$ cat config.mk
export PLATFORM = sky130hd
export DESIGN_NAME = bcov_div
export DESIGN_NICKNAME = d
export VERILOG_FILES = /design/src/sv/bcov_pkg.sv /design/src/sv/bcov_div.sv
export VERILOG_INCLUDE_DIRS = /design/src /design/src/sv
export SDC_FILE = /design/constraint.sdc
export NUM_CORES = 2
export LEC_CHECK = 0
export BUFFER_PORTS_ARGS = -buffer_cell sky130_fd_sc_hd__buf_4
export CORE_ASPECT_RATIO = 2
export CORE_MARGIN = 3
export CORE_UTILIZATION = 55
export CTS_CLUSTER_DIAMETER = 50
export DETAILED_ROUTE_END_ITERATION = 12
export GPL_TIMING_DRIVEN = 0
export HOLD_SLACK_MARGIN = 0.03
export MAX_ROUTING_LAYER = met4
export PLACE_DENSITY = 0.82
export SETUP_SLACK_MARGIN = 0.2
export SYNTH_ARGS = -nofsm -noshare
export SYNTH_HDL_FRONTEND = slang
export SYNTH_SLANG_ARGS = --single-unit
$ cat constraint.sdc
create_clock -name clk -period 4.8 [get_ports clk]
set_input_delay 0.96 -clock clk [delete_from_list [all_inputs] [get_ports clk]]
set_output_delay 0.96 -clock clk [all_outputs]
set_load 0.1 [all_outputs]
$ cat src/sv/box_circle_overlap_core_assert.svh
// ----------------------------------------------------------------------------
// Assertion macros for the box-circle overlap core
// Shared concurrent assertion forms with and without a reset qualifier.
// ----------------------------------------------------------------------------
`ifndef BOX_CIRCLE_OVERLAP_CORE_ASSERT_SVH
`define BOX_CIRCLE_OVERLAP_CORE_ASSERT_SVH

// Property checked only while reset is released.
`define BCOV_ASSERT(lbl, clk_i, rst_n_i, prop, msg) \
	lbl: assert property (@(posedge clk_i) disable iff (!rst_n_i) prop) else $error(msg);

// Property checked at every edge, reset included.
`define BCOV_ASSERT_ALWAYS(lbl, clk_i, prop, msg) \
	lbl: assert property (@(posedge clk_i) prop) else $error(msg);

`endif

$ cat src/sv/bcov_pkg.sv
// ----------------------------------------------------------------------------
// Box-circle overlap package
// Field widths, arithmetic widths and the shared pipeline sideband types.
// ----------------------------------------------------------------------------
package bcov_pkg;

	localparam int COORD_BITS_DEF = 24;

	localparam int SIZE_W = 22;               // radius, width, height
	localparam int PUSH_W = 23;               // push_x, push_y
	localparam int MAG_W  = 25;               // doubled-scale offset magnitude
	localparam int SUM_W  = 2 * MAG_W;        // sum of squares
	localparam int ROOT_W = MAG_W;            // floor square root of the sum
	localparam int REM_W  = ROOT_W + 3;       // square root partial remainder
	localparam int DIST_W = ROOT_W - 1;       // distance in input units
	localparam int DEN_W  = ROOT_W;           // twice the distance
	localparam int Q_W    = SIZE_W;           // quotient bits below saturation
	localparam int PROD_W = DEN_W + Q_W;      // offset magnitude times gap

	localparam logic [PUSH_W-1:0] PUSH_MAX = PUSH_W'(23'h3FFFFF);
	localparam logic [MAG_W-1:0]  FAR_LIM  = MAG_W'(25'h1000000);

	typedef struct packed {
		logic [MAG_W-1:0]  mag_x;
		logic [MAG_W-1:0]  mag_y;
		logic              neg_x;
		logic              neg_y;
		logic              far;
		logic [SIZE_W-1:0] r;
	} geo_side_t;

	typedef struct packed {
		logic [REM_W-1:0]  rem;
		logic [ROOT_W-1:0] root;
		logic [SUM_W-1:0]  sum;
		geo_side_t         side;
	} sqrt_stage_t;

	typedef struct packed {
		logic              hit;
		logic              dz;
		logic              neg_x;
		logic              neg_y;
		logic [SIZE_W-1:0] r;
	} push_side_t;

endpackage

$ cat src/sv/bcov_div.sv
// ----------------------------------------------------------------------------
// Pipelined restoring divider
// One quotient bit per stage with an up-front saturation test.
// ----------------------------------------------------------------------------
module bcov_div
	import bcov_pkg::*;
(
	input  logic              clk,
	input  logic              arst_n,
	input  logic              en,
	input  logic [PROD_W-1:0] num,
	input  logic [DEN_W-1:0]  den,
	output logic [Q_W-1:0]    quot,
	output logic              ovf
);

`include "box_circle_overlap_core_assert.svh"

	typedef struct packed {
		logic [DEN_W:0]   rem;
		logic [Q_W-1:0]   lq;    // unused dividend bits on top, quotient bits below
		logic [DEN_W-1:0] den;
		logic             ovf;
	} div_stage_t;

	div_stage_t div_s [Q_W+1];

	// The quotient reaches 2^Q_W exactly when the upper dividend part is
	// at least the divisor; below that the upper part seeds the remainder.
	always_ff @(posedge clk) begin
		if (en) begin
			div_s[0].rem <= {1'b0, num[PROD_W-1:Q_W]};
			div_s[0].lq  <= num[Q_W-1:0];
			div_s[0].den <= den;
			div_s[0].ovf <= (num[PROD_W-1:Q_W] >= den);
		end
	end

	for (genvar k = 1; k <= Q_W; k++) begin : g_step
		logic [DEN_W:0] rem_sh;
		logic           take;

		always_comb begin
			rem_sh = {div_s[k-1].rem[DEN_W-1:0], div_s[k-1].lq[Q_W-1]};
			take   = (rem_sh >= {1'b0, div_s[k-1].den});
		end

		always_ff @(posedge clk) begin
			if (en) begin
				div_s[k].rem <= take ? (rem_sh - {1'b0, div_s[k-1].den}) : rem_sh;
				div_s[k].lq  <= {div_s[k-1].lq[Q_W-2:0], take};
				div_s[k].den <= div_s[k-1].den;
				div_s[k].ovf <= div_s[k-1].ovf;
			end
		end
	end

	assign quot = div_s[Q_W].lq;
	assign ovf  = div_s[Q_W].ovf;

	// The remainder stays below the divisor whenever no saturation was seen.
	`BCOV_ASSERT(a_div_rem_bound, clk, arst_n,
		en && !div_s[Q_W].ovf && (div_s[Q_W].den != '0) |->
		(div_s[Q_W].rem < {1'b0, div_s[Q_W].den}),
		"divider remainder out of range")

endmodule

# Word level (Yosys, flattened, before mapping)
# Memory sizes are Yosys's and may differ from the RTL's.
# Cells that the tools add are included.
op_classes:
  add_sub_neg: 22
  mul: 0
  div_mod_pow: 0
  n_lt_le_gt_ge: 23
  eq_ne: 0
  shifts: 0
  mux: 24
  bitwise: 0
  n_reduce_logical: 0
op_table:
  columns: ["cell", "count"]
  rows:
  - ["26-bit by 25-bit >= comparator with 1-bit output", 22]
  - ["26-bit two-way mux", 22]
  - ["26-bit by 25-bit subtractor with 26-bit output", 22]
  - ["25-bit >= comparator", 1]
  - ["1-bit two-way mux", 2]
word_totals:
  reg_bits: 0
  latch_bits: 0
  ram_bits: 1702
  rom_bits: 0
  inputBits: 75
  n_memories: 1
mem_list:
  columns: ["name", "depth", "width", "read_ports", "rd_clocked_by_memory_dff", "write_ports", "line", "source"]
  rows:
  - ["div_s", 23, 74, 23, 0, 23, "bcov_div.sv:26", "div_stage_t div_s [Q_W+1];"]

# Depth between registers and ports, before layout
# An unclocked memory read counts as a cell.
logic_depth:
  word_depth: 3
  depth_mapped: 15
  mapped_depth_nobuf: 13

# Least setup slack after synthesis
# No wires, ideal clock.
synth_timing:
  kind: "reg-to-reg"
  start: "memory div_s[1][491] (netlist bit)"
  end: "memory div_s[1][583] (netlist bit), data pin"
  t_arrival_ns: 3.147
  required_ns: 4.540
  setup_slack_ns: 1.394
  path_stages_with_launch: 15
  path_buffers: 1
  period_less_slack_ns: 3.406
  cell_sequence: "edfxtp_1 inv_1 ha_1 inv_1 fa_1 a21oi_1 o21ai_1 a2111oi_2 o31a_1 o21ai_1 a31oi_1 o21ai_1 a21oi_4 buf_4 mux2_2"
synth_lines:
  columns: ["item", "line"]
  rows:
  - ["from (decl)", "bcov_div.sv:26"]

==> impl_metrics.csv <==
group,metric,value,unit
outcome,status,"finished with violations",
outcome,violations,"capacitance limit, slew limit, setup timing",
clock_network,clockRootBuffer,"clkbuf_16",
logic_synthesis,syn_avg_cell_area,12.3,um2
final_layout,largest_register,"div_s",
setup_path,worst_setup_path_start_kind,"flop",
logic_synthesis,yosysUniqueCellTypes,93,
setup_path,worstSetupPathType,"reg -> reg",
final_layout,top_regs,"div_s: 1629 flops",
global_routing,grt.overflow.total,0,
final_layout,nFillCells,11300,
detailed_routing,drtIter0Drc,3457,
logic_synthesis,async_reset_ff_share,0,%
sta,max_freq,179,MHz
sta,hold_violations,0,
global_routing,antenna_found_initial,11,
clock_network,cts-buffers-inserted,159,
logic_synthesis,ys_warn_count,0,
logic_synthesis,netlist_area,0.0832,mm2
place,portBuffers,96,
logic_synthesis,synth_top_cell_by_area,"edfxtp_1",
floorplan,pin_count,98,
detailed_routing,viasPerCell,6.16,
sta,finalWorstSetupSlack,-0.779,ns
sta,worst_clock_skew,0.0557,ns
sta,setup_viol,25,
pwr,leakage,37.2,nW
sta,tightest_slew,1.65,ns
detailed_routing,routed_wl,233000,um
sta,setup_tns,-15.19,ns
final_layout,largest_reg_flops,1629,
flow_run,max_cap_violations,2,
setup_path,end_kind,"flop",
clock_network,insertion_delay,0.84,ns
clock_network,cts_tree,"yes",
clock_network,htree_num_levels,4,
logic_synthesis,yosysMostFrequentCell,"edfxtp_1",
clock_network,clock_sinks,1629,
setup_path,arrival,6.08,ns
floorplan,die_y,556,um
place,gp_congestion,1.06,
floorplan,placementRows,201,
clock_network,clkTransAtPathRegs,0.06,ns
global_routing,grt.total_usage,31.0,%
logic_synthesis,synth_top_area_share,58.8,%
global_routing,grt_pass1_wl,346000,um
hold_path,hold_path.class,"in -> reg",
detailed_routing,dr.pass1.iters,6,
floorplan,core,0.150,mm2
logic_synthesis,synth-seq-cells,1629,
logic_synthesis,synth_edf_count,1629,
logic_synthesis,synth_area_leaders,"edfxtp_1 59%, ha_1 8.6%, inv_1 3.2%",
detailed_routing,post_drt_wl_per_cell,25.5,um
logic_synthesis,synthesis.instances,6782,
logic_synthesis,synth.yosys.seq_area_share,58.8,%
floorplan,die_w,281,um
final_layout,final_cell_area,0.0922,mm2
sta,report.final.slew_viol_count,6,
floorplan,die_area,0.156,mm2
sta,hold_slack,0.324,ns
clock_network,cts.path.max_buffers,4,
final_layout,final_cells,9124,
final_layout,final_nets,7748,
sta,period_needed,5.58,ns
place,post_dp_cell_area,0.0867,mm2
logic_synthesis,yosys_most_used_dff,"edfxtp_1",
logic_synthesis,synth_common_cells,"1629 x edfxtp_1, 717 x inv_1, 575 x ha_1",
place,dp_hpwl,174000,um
pwr,ir_worst_vdd,0.359,mV
setup_path,worst_ep_required_time,5.30,ns
detailed_routing,drc,0,
detailed_routing,ant_nets,0,
place,place_inst,8818,
pwr,power.total,63.7,mW
global_routing,grt_max_degree,193,
logic_synthesis,syn_nets,7453,
pwr,power-per-cell-area,691,mW/mm2
setup_path,crit_fanout,10,
sta,finalCritPeriodShare,116,%
final_layout,drive_above_1_share,10.0,%
clock_network,postCtsHoldBufs,0,
detailed_routing,via_count,56200,
floorplan,initial_core_util,55.4,%
sta,relSlewSlack,-10.9,%
global_routing,grt_pass1_vias,60900,
final_layout,syn_to_final_growth,10.8,%
==> repair_timing <==
| item | 4_1_cts | 5_1_grt |
|---|---|---|
| pin swaps | 3 | 6 |
| endpoints found under the setup margin | 287 | 258 |
| resized for setup | 38 | 62 |
| setup buffers | 15 | 9 |
==> layout make-up <==
class                   count  area, um2  area share (%)
clock inverters            74        633           0.686
plain buffers             173        928            1.01
inverters                 720       2710            2.94
diodes                     10       25.0          0.0271
clock buffers             196       4160            4.51
flip-flops and latches   1629      48900            53.0
multi-input cells        4260      31100            33.7
well taps                1928       2410            2.62
repair buffers            134       1330            1.44
==> where the power goes <==
group | leakage (nW) | total [mW] | switching [mW] | internal, mW
Clock | 2.34 | 12.0 | 5.38 | 6.65
Sequential | 15.9 | 22.1 | 1.74 | 20.3
Combinational | 19.0 | 29.6 | 18.4 | 11.2
==> cells in the final DEF (no fill, tap or decap), drive strengths merged, types with 11 or more instances in the layout <==
cell type / synthesis / final
o31ai: 26 / 26
o211ai: 28 / 28
xnor2: 258 / 258
nor2: 298 / 298
a211o: 19 / 19
mux2: 186 / 186
nor4: 21 / 21
a2111oi: 19 / 19
a21oi: 527 / 527
clkbuf: 89 / 290
a221o: 13 / 13
a21o: 261 / 261
nor2b: 64 / 64
a21boi: 11 / 11
a211oi: 42 / 42
mux2i: 18 / 18
and2: 22 / 22
clkinv: 0 / 53
or3: 23 / 23
inv: 720 / 725
nor3: 53 / 53
and4: 18 / 18
buf: 84 / 213
nand3: 109 / 109
o21a: 54 / 54
nand2b: 49 / 49
ha: 575 / 575
o21ai: 456 / 456
nand2: 471 / 471
o21bai: 55 / 55
xor2: 203 / 203
nand4: 70 / 70
a31o: 12 / 12
and3: 53 / 53
a31oi: 74 / 74
edfxtp: 1629 / 1629
a221oi: 12 / 12
fa: 21 / 21
o2111ai: 12 / 12
==> path summary, 6_finish.rpt <==
kind                 start       endpoint  slack, ns  cells past startpoint
max           div_s[1][65]  div_s[1][122]      -0.78                      9
min                 num[3]   div_s[0][29]       0.32                      1
max reg2reg   div_s[1][65]  div_s[1][122]      -0.78                      9
min reg2reg  div_s[0][451]  div_s[0][525]       0.40                      0
==> worst max-delay path: stages (launching register included) <==
cell      delay (ns)
edfxtp_1        0.41
ha_1            0.30
clkbuf_1        0.35
nand3_1         0.74
nor4_2          1.56
a31oi_1         0.53
o211ai_1        0.25
buf_4           0.18
clkbuf_1        0.76
a21oi_1         0.16
==> routing by layer <==
| layer | vias up | track usage (%) | share of wire, % |
|---|---|---|---|
| met5 | - | - | 0 |
| met4 | 0 | 40.8 | 17 |
| met3 | 1794 | 7.37 | 5.0 |
| met2 | 2324 | 57.0 | 54 |
| met1 | 26700 | 19.1 | 24 |
| li1 | 25500 | - | - |
==> stage by stage <==
| step | setup slack (ns) | util, % |
|---|---|---|
| 2_1_floorplan | 1.39 | - |
| 3_3_place_gp | -11.70 | 57.5 |
| 3_5_place_dp | -0.685 | 57.8 |
| 4_1_cts | 0.209 | 61.1 |
| 5_1_grt | -0.622 | 61.4 |
| 6_report | -0.779 | 61.4 |
==> logic make-up after synthesis <==
group                    share of synthesized area [%]
adder cells (fa/ha/maj)                           9.15
flip-flops                                        58.8
AO/OA/AOI/OAI                                     12.7
XOR/XNOR                                          4.85
multiplexers                                      2.81
buffers and inverters                             4.29
AND/OR/NAND/NOR                                   7.43
Note: power is estimated with default switching activity, not from simulation.
